==> config.mk <==
export PLATFORM = sky130hd
export DESIGN_NAME = tdtq_front
export DESIGN_NICKNAME = d
export VERILOG_FILES = /design/src/rtl/core/tdtq_pkg.sv /design/src/rtl/core/tdtq_front.sv
export SDC_FILE = /design/constraint.sdc
export NUM_CORES = 1
export LEC_CHECK = 0
export ABC_AREA = 1
export BUFFER_PORTS_ARGS = -buffer_cell sky130_fd_sc_hd__buf_2
export CORE_ASPECT_RATIO = 1.75
export CORE_MARGIN = 4
export CORE_UTILIZATION = 25
export DETAILED_ROUTE_END_ITERATION = 6
export SLEW_MARGIN = 20
export SYNTH_ARGS = -nofsm -noshare
export SYNTH_HDL_FRONTEND = slang
export SYNTH_SLANG_ARGS = --single-unit
==> constraint.sdc <==
create_clock -name i_clk -period 2.6 [get_ports i_clk]
set_input_delay 0.13 -clock i_clk [delete_from_list [all_inputs] [get_ports i_clk]]
set_output_delay 0.13 -clock i_clk [all_outputs]
set_load 0.02 [all_outputs]
==> src/rtl/core/tdtq_pkg.sv <==
// Shared types, constants and helpers of the throttled drop-tail transmit queue.
`default_nettype none
package tdtq_pkg;

    localparam int QUEUE_DEPTH = 256;
    localparam int PTR_W       = $clog2(QUEUE_DEPTH);
    localparam int FILL_W      = $clog2(QUEUE_DEPTH + 1);
    localparam int CAP_W       = 9;
    localparam int TAG_W       = 16;
    localparam int SVC_W       = 16;
    localparam int CTICK_W     = 16;
    localparam int FACTOR_W    = 8;
    localparam int BUSY_W      = 24;
    localparam int ENTRY_W     = TAG_W + SVC_W;
    localparam int QLEN_W      = 9;
    localparam int CFG_IDX_W   = 2;
    localparam int CFG_DATA_W  = 16;

    // Front-end command queue
    localparam int FQ_DEPTH = 2;
    localparam int FQ_PTR_W = (FQ_DEPTH > 1) ? $clog2(FQ_DEPTH) : 1;
    localparam int FQ_CNT_W = $clog2(FQ_DEPTH + 1);

    localparam logic [1:0] MODE_TICK    = 2'd0;
    localparam logic [1:0] MODE_ARRIVAL = 2'd1;
    localparam logic [1:0] MODE_NOTICE  = 2'd2;

    localparam logic [CFG_IDX_W-1:0] CFG_QUEUE_CAPACITY   = 2'd0;
    localparam logic [CFG_IDX_W-1:0] CFG_CONGESTION_TICKS = 2'd1;
    localparam logic [CFG_IDX_W-1:0] CFG_SLOWDOWN_FACTOR  = 2'd2;

    localparam logic [CAP_W-1:0]    CAP_RESET    = 9'd256;
    localparam logic [CTICK_W-1:0]  CTICK_RESET  = 16'd6;
    localparam logic [FACTOR_W-1:0] FACTOR_RESET = 8'd30;

    typedef struct packed {
        logic [CAP_W-1:0]    queue_capacity;
        logic [CTICK_W-1:0]  congestion_ticks;
        logic [FACTOR_W-1:0] slowdown_factor;
    } t_cfg;

    // Decoded item handed from front to back
    typedef struct packed {
        logic             is_tick;
        logic             is_arrival;
        logic             is_notice;
        logic [TAG_W-1:0] packet_tag;
        logic [SVC_W-1:0] service_ticks;
    } t_cmd;

    typedef struct packed {
        logic              accepted;
        logic              dropped;
        logic              sent_valid;
        logic [TAG_W-1:0]  sent_tag;
        logic              congested;
        logic [QLEN_W-1:0] queue_length;
    } t_result;

    typedef enum logic [0:0] {
        ST_EXEC,
        ST_SEND
    } t_back_state;

    function automatic logic [PTR_W-1:0] ptr_next(input logic [PTR_W-1:0] p);
        logic [PTR_W-1:0] last;
        last = PTR_W'(QUEUE_DEPTH - 1);
        return (p == last) ? '0 : p + 1'b1;
    endfunction

endpackage
`default_nettype wire

==> src/rtl/core/tdtq_front.sv <==
// Front end: accepts input items, decodes the mode and buffers them for the back end.
`default_nettype none
module tdtq_front (
    input  wire logic          i_clk,
    input  wire logic          i_rst_n,
    input  wire logic          i_in_valid,
    output logic               o_in_ready,
    input  wire logic [1:0]    i_mode,
    input  wire logic [15:0]   i_packet_tag,
    input  wire logic [15:0]   i_service_ticks,
    output logic               o_cmd_valid,
    input  wire logic          i_cmd_ready,
    output tdtq_pkg::t_cmd     o_cmd
);
    import tdtq_pkg::*;

    t_cmd               r_buf [FQ_DEPTH];
    logic [FQ_PTR_W-1:0] r_wr_ptr, n_wr_ptr;
    logic [FQ_PTR_W-1:0] r_rd_ptr, n_rd_ptr;
    logic [FQ_CNT_W-1:0] r_count, n_count;
    logic               push, pop;
    t_cmd               in_cmd;

    function automatic logic [FQ_PTR_W-1:0] fq_next(input logic [FQ_PTR_W-1:0] p);
        return (p == FQ_PTR_W'(FQ_DEPTH - 1)) ? '0 : p + 1'b1;
    endfunction

    // classify
    always_comb begin
        in_cmd.is_tick       = (i_mode == MODE_TICK);
        in_cmd.is_arrival    = (i_mode == MODE_ARRIVAL);
        in_cmd.is_notice     = (i_mode == MODE_NOTICE);
        in_cmd.packet_tag    = i_packet_tag;
        in_cmd.service_ticks = i_service_ticks;
    end

    assign o_in_ready  = (r_count != FQ_CNT_W'(FQ_DEPTH));
    assign o_cmd_valid = (r_count != '0);
    assign o_cmd       = r_buf[r_rd_ptr];
    assign push        = i_in_valid && o_in_ready;
    assign pop         = o_cmd_valid && i_cmd_ready;

    always_comb begin
        n_wr_ptr = push ? fq_next(r_wr_ptr) : r_wr_ptr;
        n_rd_ptr = pop ? fq_next(r_rd_ptr) : r_rd_ptr;
        n_count  = r_count;
        if (push && !pop) begin
            n_count = r_count + 1'b1;
        end else if (pop && !push) begin
            n_count = r_count - 1'b1;
        end
    end

    always_ff @(posedge i_clk) begin
        if (!i_rst_n) begin
            r_wr_ptr <= '0;
            r_rd_ptr <= '0;
            r_count  <= '0;
        end else begin
            r_wr_ptr <= n_wr_ptr;
            r_rd_ptr <= n_rd_ptr;
            r_count  <= n_count;
        end
    end

    always_ff @(posedge i_clk) begin
        if (push) begin
            r_buf[r_wr_ptr] <= in_cmd;
        end
    end

endmodule
`default_nettype wire

==> flow_metrics.py, run 1 <==
metrics = {
    "place": {
        "dpl.hpwl_um": 3340,
        "gp_congestion": 0.629,
        "place_ws_ns": 0.981,
        "io_buffers": 74,
    },
    "floorplan": {
        "die_h_um": 151,
        "initial_core_util_pct": 25.5,
        "io_pins": 75,
        "fp.dieW_um": 90.0,
        "dieArea_sq_um": 13600,
        "rows": 52,
        "core_sq_um": 11500,
    },
    "logic_synthesis": {
        "syn_inst": 151,
        "synth_top_flop_cell": "edfxtp_1",
        "synth-seq-area-share_pct": 74.9,
        "ys_types": 15,
        "synth.area.top_cells": "edfxtp_1 72%, mux2_4 15%, dfxtp_1 3.4%",
        "yosys_register_bits": 75,
        "synth.top_cells.by_count": "70 x edfxtp_1, 30 x mux2_4, 11 x nor2_1, 10 x inv_1, 9 x nand2_1",
        "yosys.area.top_type_share_pct": 71.5,
        "async_flop_share_pct": 0,
        "yosys_warnings": 0,
        "yosys.cell_count.top_type": "edfxtp_1",
        "synth_nets": 190,
        "synth_top_area_cell": "edfxtp_1",
        "netlist_area_sq_um": 2940,
        "synth-edff-count": 70,
        "syn_avg_cell_area_sq_um": 19.5,
    },
    "critical_path": {
        "critPathKind": "flip-flop to output port",
        "start_kind": "flip-flop",
        "endpoint": "o_cmd[18]",
        "critPathRequiredTime_ns": 2.47,
        "worstRegToRegCells": 5,
        "rr_endpoint": "r_buf[0][2]",
        "crit_fanout": 26,
        "end_kind": "output port",
        "cp.arrival_ns": 1.64,
        "regToRegStartpoint": "r_count[0]",
        "reg2reg_setup_slack_ns": 1.01,
    },
    "grt": {
        "antenna_found_initial": 0,
        "overflow": 0,
        "grt_usage_pct": 7.92,
        "grt_pass1_vias": 1702,
        "grt_pass1_wl_um": 8110,
        "grt_max_degree": 36,
    },
    "drt": {
        "first_pass_iters": 4,
        "drt_iter0_drc": 39,
        "ant_nets": 0,
        "via_count": 1585,
        "viasPerCell": 3.90,
        "routedWlPerCell_um": 12.5,
        "wl_um": 5060,
        "drc": 0,
    },
    "power": {
        "ir_worst_vdd_mv": 0.421,
        "combPwrFrac_pct": 28.3,
        "powerDensity_nw_per_um2": 916,
        "leakagePower_nw": 1.61,
        "pwr-share-seq_pct": 43.5,
        "intPower_mw": 2.63,
        "finalPower_mw": 3.69,
        "clkPwrFrac_pct": 28.2,
        "p_sw_mw": 1.06,
        "sw_frac_of_total_pct": 28.6,
    },
    "sta": {
        "max_freq_ghz": 0.565,
        "finalHoldViolations": 0,
        "rsz0062_at_grt": "false",
        "setup_viol_count_final": 0,
        "slew_viol_final": 0,
        "tightest_slew_ns": 0.487,
        "fin_crit_ns": 1.77,
        "worst_slack_ns": 0.830,
        "fin_setup_tns_ns": 0,
        "slew_headroom_pct": 67.5,
        "fin_crit_sh_pct": 68.1,
        "fin_skew_ns": 0.00684,
    },
    "clock_network": {
        "clock_latency_ns": 0.32,
        "ctsHoldBuffers": 32,
        "post-cts-setup-buffer-count": 0,
        "clk_path_buf_depth": 2,
        "cts_tree": "done",
        "clkTransAtPathRegs_ns": 0.05,
        "cts_resized": 0,
        "cts.sinks": 75,
        "cts-htree-levels": 3,
        "numCtsBuffers": 9,
        "cts_root_buf": "clkbuf_16",
    },
    "hold_path": {
        "min-delay-path-class": "input pin to flip-flop",
    },
    "layout": {
        "diodes": 0,
        "areaGrowthSynthToFinish_pct": 37.1,
        "nFillCells": 1113,
        "nets": 306,
        "drive_above_1_share_pct": 46.9,
    },
    "run_status": {
        "status": "finished clean",
    },
    "flow_run": {
        "maxCapViolCount": 0,
    },
}
[routing by layer]
metal / share of wire [%] / up-vias / track usage, %
met4: 2.4 / 0 / 4.14
met2: 51 / 49 / 13.2
met1: 38 / 736 / 8.08
met5: 0 / - / 0
met3: 8.5 / 13 / 4.13
li1: - / 787 / -
[kinds of logic after synthesis]
logic type	count (synthesis)	share of synthesized area, %
muxes	35	17.2
adders and majority gates	1	0.426
buffers and inverters	14	3.70
and+or+nand+nor	22	2.94
AOI/OAI and AO/OA	4	0.766
DFF	75	74.9
[placed cells by master, fill, tap and decap left out]
| cell | synthesis | layout |
|---|---|---|
| clkinv_1 | 0 | 1 |
| clkinv_2 | 0 | 3 |
| nand2_1 | 9 | 9 |
| mux2_2 | 5 | 5 |
| a21oi_1 | 1 | 1 |
| dfxtp_1 | 5 | 4 |
| nand3_1 | 1 | 1 |
| o21ai_0 | 2 | 2 |
| mux2_4 | 30 | 30 |
| clkbuf_1 | 0 | 2 |
| clkbuf_16 | 0 | 9 |
| dlygate4sd3_1 | 0 | 32 |
| o21a_1 | 1 | 1 |
| inv_1 | 10 | 10 |
| nor2_4 | 0 | 2 |
| dfxtp_2 | 0 | 1 |
| buf_2 | 0 | 74 |
| buf_4 | 0 | 2 |
| nand4_1 | 1 | 1 |
| buf_12 | 3 | 1 |
| nor2_1 | 11 | 9 |
| edfxtp_1 | 70 | 70 |
| ha_1 | 1 | 1 |
[power by group through the flow]
stage               registers, mW  logic, mW  clock network (mW)
global route                 1.62       1.14                1.14
CTS                          1.61       1.07                1.09
detailed placement           1.63       1.03                   0
finish                       1.60       1.05                1.04
floorplan                    1.60      0.797                   0
global placement             1.62       1.02                   0
[stage by stage]
stage	area [sq um]	hold slack [ns]	cells	util [%]
after floorplan	2940	0.229	151	-
after global placement	3460	0.320	359	30.0
after detailed placement	3460	0.321	359	30.0
after CTS	4030	0.0564	406	35.0
after global routing	4030	0.0912	406	35.0
final	4030	0.0793	406	35.0
[registers in the layout, summed over array words and instances (netlist names), named ones only]
register  count
r_buf        70
r_count       2
r_rd_ptr      1
r_wr_ptr      1
[layout make-up]
| cell class | count | area, sq um | share of cell area [%] |
|---|---|---|---|
| multi-input cells | 62 | 643 | 16.0 |
| repair buffers | 109 | 726 | 18.0 |
| clock inverters | 4 | 18.8 | 0.466 |
| flip-flops and latches | 75 | 2200 | 54.7 |
| clock buffers | 11 | 233 | 5.77 |
| inverters | 10 | 37.5 | 0.931 |
| well taps | 135 | 169 | 4.19 |
[critical path, stage by stage, from the launching register on]
cell and delay, ns:
dfxtp_2 0.52, buf_12 0.28, mux2_2 0.36, buf_2 0.16
[worst min path at each step]
stage                   end  slack, ns  depth (start not counted)                start
6_report         r_count[1]       0.08                          3              i_rst_n
5_1_grt          r_count[1]       0.09                          3              i_rst_n
4_1_cts          r_count[1]       0.06                          3              i_rst_n
3_5_place_dp   r_buf[1][11]       0.32                          1  i_service_ticks[11]
3_3_place_gp   r_buf[0][22]       0.32                          1      i_packet_tag[6]
2_1_floorplan   r_buf[0][0]       0.23                          0   i_service_ticks[0]
Power figures use the tool's default switching activity.
==> run 2, diff against run 1 <==
ABC_AREA = 0   (was 1)
clock period = 1.48 ns   (was 2.6 ns; I/O delays follow)
==> flow_metrics.py, run 2 <==
metrics = {
    "clock_network": {
        "cts.sinks": 75,
        "clkTransAtPathRegs_ns": 0.05,
        "post-cts-setup-buffer-count": 0,
        "cts_root_buf": "clkbuf_16",
        "clk_path_buf_depth": 2,
        "numCtsBuffers": 9,
        "cts_tree": "done",
        "cts-htree-levels": 3,
        "clock_latency_ns": 0.32,
    },
    "layout": {
        "largest_register_ffs": 70,
        "regMostFlops": "r_buf",
        "layout_commonest_cell": "edfxtp_1",
        "nets": 296,
        "areaGrowthSynthToFinish_pct": 47.9,
        "diodes": 0,
        "top_regs": "r_buf x70, r_count x2",
        "utilization_pct": 38.2,
        "multi_input_area_sq_um": 569,
        "drive_above_1_share_pct": 53.8,
        "register_area_sq_um": 2210,
        "nFillCells": 1036,
        "final_cell_mix": "70 x edfxtp_1, 65 x buf_2, 35 x mux2_2",
        "finalInstanceArea_sq_um": 4110,
    },
    "sta": {
        "hold_ws_ns": 0.0204,
        "max_freq_ghz": 0.684,
        "finalHoldViolations": 0,
        "worst_slack_ns": 0.0174,
        "tightest_slew_ns": 0.202,
        "fin_crit_sh_pct": 98.8,
        "slew_headroom_pct": 86.5,
        "slew_viol_final": 0,
        "fin_skew_ns": 0.00432,
        "fin_crit_ns": 1.46,
        "setup_viol_count_final": 0,
        "rsz0062_at_grt": "true",
    },
    "run_status": {
        "status": "finished clean",
    },
    "logic_synthesis": {
        "synth_top_flop_cell": "edfxtp_1",
        "async_flop_share_pct": 0,
        "synth_nets": 175,
        "yosys.area.top_type_share_pct": 75.7,
        "synth-edff-count": 70,
        "syn_avg_cell_area_sq_um": 20.4,
        "ys_types": 22,
        "yosys_warnings": 0,
        "netlist_area_sq_um": 2780,
        "yosys.cell_count.top_type": "edfxtp_1",
        "synth.top_cells.by_count": "70 x edfxtp_1, 35 x mux2_2, 5 x dfxtp_1, 4 x and2_1, 3 x buf_2",
        "synth.area.top_cells": "edfxtp_1 76%, mux2_2 14%, dfxtp_1 3.6%",
        "syn_inst": 136,
        "synth_top_area_cell": "edfxtp_1",
        "yosys_register_bits": 75,
        "synth-seq-area-share_pct": 79.3,
    },
    "critical_path": {
        "crit_slowest_cell": "dfxtp_4",
        "start_kind": "flip-flop",
        "critPathKind": "flip-flop to flip-flop",
        "cpPeakStageDelay_ns": 0.36,
        "cp_num_buf_inv": 0,
        "end_kind": "flip-flop",
        "crit_fanout": 5,
        "crit_chain": "nand2b_4 > and2_4 > ha_4 > xor2_1 > or3_1 > a21boi_1",
        "critPathRequiredTime_ns": 1.73,
        "cp_top_family": "simple AND/OR/NAND/NOR gates",
        "cp.arrival_ns": 1.72,
    },
    "drt": {
        "via_count": 1581,
        "viasPerCell": 4.03,
        "ant_nets": 0,
        "drc": 0,
        "first_pass_iters": 3,
        "wl_um": 5630,
        "drt_iter0_drc": 55,
        "routedWlPerCell_um": 14.4,
    },
    "floorplan": {
        "io_pins": 75,
        "dieArea_sq_um": 12900,
        "rows": 50,
        "die_h_um": 147,
        "core_sq_um": 10800,
        "initial_core_util_pct": 25.8,
        "fp.dieW_um": 87.7,
    },
    "grt": {
        "antenna_found_initial": 0,
        "grt_pass1_vias": 1722,
        "met3_usage_pct": 3.40,
        "grt_pass1_wl_um": 8560,
        "use_met2_pct": 16.9,
        "grtUsageMet1_pct": 8.52,
        "grt.busiest_layer": "met2",
        "grt_usage_pct": 9.19,
        "overflow": 0,
        "grt_max_degree": 20,
    },
    "place": {
        "dpl.hpwl_um": 3720,
        "gp_congestion": 0.634,
        "place_ws_ns": 0.0120,
        "io_buffers": 74,
        "dpl_cell_area_sq_um": 3440,
    },
    "flow_run": {
        "maxCapViolCount": 0,
    },
    "power": {
        "powerDensity_nw_per_um2": 1720,
        "ir_worst_vdd_mv": 0.816,
        "leakagePower_nw": 1.53,
    },
    "hold_path": {
        "min-delay-path-class": "input pin to flip-flop",
    },
}
==> run 2: changes by cell type in the layout (fill, tap and decap cells not counted), sizes merged, moves of 2 or more <==
| cell | change |
|---|---|
| xnor2 | +2 |
| bufinv | +2 |
| nor2 | -10 |
| a21boi | +2 |
| clkinvlp | +2 |
| nor2b | +2 |
| nand2 | -9 |
| inv | -10 |
| buf | +5 |
| and2 | +4 |
==> run 2: kinds of logic (layout without fill, tap and decap cells) <==
| kind of cell | Yosys count | in the layout | share of synthesized area [%] |
|---|---|---|---|
| AOI/OAI and AO/OA | 5 | 5 | 1.26 |
| DFF | 75 | 75 | 79.3 |
| buffers and inverters | 5 | 131 | 0.946 |
| and+or+nand+nor | 12 | 12 | 2.93 |
| adders and majority gates | 1 | 1 | 0.450 |
| muxes | 35 | 35 | 14.2 |
| xor gates and xnor gates | 3 | 3 | 0.946 |
==> run 2: layout make-up <==
type | instances | area share (%)
repair buffers | 114 | 20.7
clock buffers | 10 | 5.57
multi-input cells | 56 | 13.9
flip-flops and latches | 75 | 53.8
well taps | 130 | 3.96
inverters | 1 | 0.183
clock inverters | 6 | 1.95
==> run 2: final timing paths <==
check,start,to,slack [ns],cells past startpoint
min,i_rst_n,r_count[0],0.02,2
min reg2reg,r_count[1],r_count[1],0.54,2
max reg2reg,r_count[0],r_count[1],0.02,6
max,r_count[0],r_count[1],0.02,6
==> run 2: where the power goes <==
part           internal [mW]  total, mW  switching [mW]  leakage, nW
registers               2.67       2.78           0.106        0.698
logic                  0.986       2.06            1.07        0.687
clock network           1.46       2.23           0.774        0.148
==> run 2: repair_timing <==
item,4_1_cts,5_1_grt
hold endpoints to repair,64,0
hold buffers,32,0
pin swaps,0,1
resized for setup,2,12
cloned,0,0
setup endpoints to repair,23,28
==> run 2: routing by layer <==
metal	up-vias	share of wire, %	wire length, um
li1	767	-	-
met1	762	35	1950
met2	44	58	3250
met3	8	5.7	321
met4	0	2.0	114
met5	-	0	0
==> run 2: through the flow <==
step	setup TNS (ns)	instances	total power [mW]
6_report	0	392	7.07
5_1_grt	-0.403	392	7.40
4_1_cts	-0.0582	392	7.14
3_5_place_dp	0	344	4.78
3_3_place_gp	0	344	4.75
2_1_floorplan	-2.22	136	4.03
==> run 3, diff against run 2 <==
CAP_MARGIN = 10   (was unset)
CORE_UTILIZATION = 45   (was 25)
PLACE_DENSITY = 0.73   (was unset)
==> flow_metrics.py, run 3 (synthesis gave the netlist of run 2 again) <==
metrics = {
    "run_status": {
        "status": "finished with violations",
        "violations": "setup timing",
    },
    "sta": {
        "slew_headroom_pct": 87.2,
        "setup_viol_count_final": 11,
        "fin_crit_ns": 1.49,
        "max_freq_ghz": 0.672,
        "tightest_slew_ns": 0.192,
        "fin_setup_tns_ns": -0.0245,
        "fin_skew_ns": 0.00753,
        "slew_viol_final": 0,
        "worst_slack_ns": -0.00710,
        "hold_ws_ns": 0.0425,
        "fin_crit_sh_pct": 100,
        "rsz0062_at_grt": "true",
        "finalHoldViolations": 0,
    },
    "layout": {
        "nFillCells": 439,
        "nets": 298,
        "diodes": 0,
        "regMostFlops": "r_buf",
        "largest_register_ffs": 70,
        "areaGrowthSynthToFinish_pct": 43.9,
        "drive_above_1_share_pct": 53.8,
        "top_regs": "r_buf x70, r_count x2",
        "final_cell_mix": "70 x edfxtp_1, 64 x buf_2, 33 x dlygate4sd3_1",
        "layout_commonest_cell": "edfxtp_1",
    },
    "clock_network": {
        "cts.sinks": 75,
        "cts_tree": "done",
        "cts_root_buf": "clkbuf_8",
        "numCtsBuffers": 9,
        "clock_latency_ns": 0.34,
        "clkTransAtPathRegs_ns": 0.07,
        "cts-htree-levels": 3,
        "clk_path_buf_depth": 2,
    },
    "critical_path": {
        "end_kind": "output port",
        "crit_slowest_cell": "dfxtp_4",
        "cpPeakStageDelay_ns": 0.40,
        "crit_fanout": 10,
        "critPathKind": "flip-flop to output port",
        "critPathRequiredTime_ns": 1.41,
        "cp_num_buf_inv": 2,
        "crit_chain": "clkbuf_16 > mux2_2 > buf_2",
        "cp.arrival_ns": 1.41,
        "worstRegToRegCells": 6,
        "start_kind": "flip-flop",
        "cp_top_family": "flip-flops",
        "cp.depth": 3,
    },
    "drt": {
        "drt_iter0_drc": 95,
        "wl_um": 5330,
        "via_count": 1624,
        "viasPerCell": 4.75,
        "drc": 0,
        "first_pass_iters": 4,
        "ant_nets": 0,
        "routedWlPerCell_um": 15.6,
    },
    "grt": {
        "grt_pass1_vias": 1774,
        "grt_usage_pct": 15.4,
        "overflow": 0,
        "grt_max_degree": 22,
        "grt_pass1_wl_um": 8200,
        "antenna_found_initial": 0,
    },
    "power": {
        "leakagePower_nw": 1.52,
        "ir_worst_vdd_mv": 1.32,
        "powerDensity_nw_per_um2": 1640,
    },
    "flow_run": {
        "maxCapViolCount": 0,
    },
    "floorplan": {
        "rows": 37,
        "die_h_um": 112,
        "io_pins": 75,
        "fp.dieW_um": 67.4,
        "core_sq_um": 5930,
        "dieArea_sq_um": 7540,
        "initial_core_util_pct": 46.9,
    },
    "hold_path": {
        "holdPathStages": 2,
        "min-delay-path-class": "input pin to flip-flop",
    },
    "place": {
        "gp_congestion": 0.690,
        "dpl.hpwl_um": 3330,
        "io_buffers": 74,
    },
}
-- run 3: changes by cell type in the layout (fill, tap and decap cells not counted), sizes merged --
| cell | change |
|---|---|
| clkbuf | +1 |
| dlygate4sd3 | +1 |
-- run 3: where the power goes --
group	switching [mW]	leakage, nW	total [mW]	internal, mW
sequential	0.120	0.698	2.79	2.67
combinational	1.07	0.720	2.13	1.06
clock	0.685	0.101	1.62	0.935
total	1.87	1.52	6.54	4.67
-- run 3: what timing repair did --
item | in CTS | in global routing
endpoints found under the setup margin | 36 | 32
gates cloned | 0 | 1
hold buffers | 33 | 0
gates resized for setup | 6 | 20
buffers inserted | 0 | 0
hold endpoints to repair | 67 | 0
pin swaps | 0 | 1
-- run 3: area by class of cell --
class	count	area [sq um]	area share, %
Timing Repair Buffer	116	888	22.2
Sequential cell	75	2210	55.3
Clock buffer	10	128	3.19
Tap cell	78	97.6	2.44
Multi-Input combinational cell	56	584	14.6
Inverter	1	7.51	0.188
Clock inverter	6	80.1	2.00
-- run 3: path summary, 6_finish.rpt --
path,from,endpoint,slack (ns)
worst max register to register,r_count[0],r_count[1],0.04
worst max-delay path,flip-flop,o_cmd[23],-0.007
worst min register to register,r_count[1],r_count[1],0.53
worst min-delay path,i_mode[0],r_buf[0][32],0.04
-- run 3: per-stage QoR --
stage,cells,setup WS [ns],utilization [%],total power [mW],area [sq um]
floorplan,136,-0.0633,-,4.03,2800
global placement,292,0.0631,56.6,4.66,3350
detailed placement,292,0.0174,56.6,4.71,3350
CTS,341,-0.0354,66.0,6.44,3910
global route,342,-0.0567,67.4,6.84,4000
finish,342,-0.00710,67.4,6.54,4000
-- run 3: routing by layer --
layer  global-route usage [%]  share of wire (%)  vias to the layer above
met4                     8.94                2.7                        0
met5                        0                  0                        -
met2                     27.5                 57                       48
met3                     4.84                5.5                       10
li1                         -                  -                      772
met1                     14.7                 35                      794
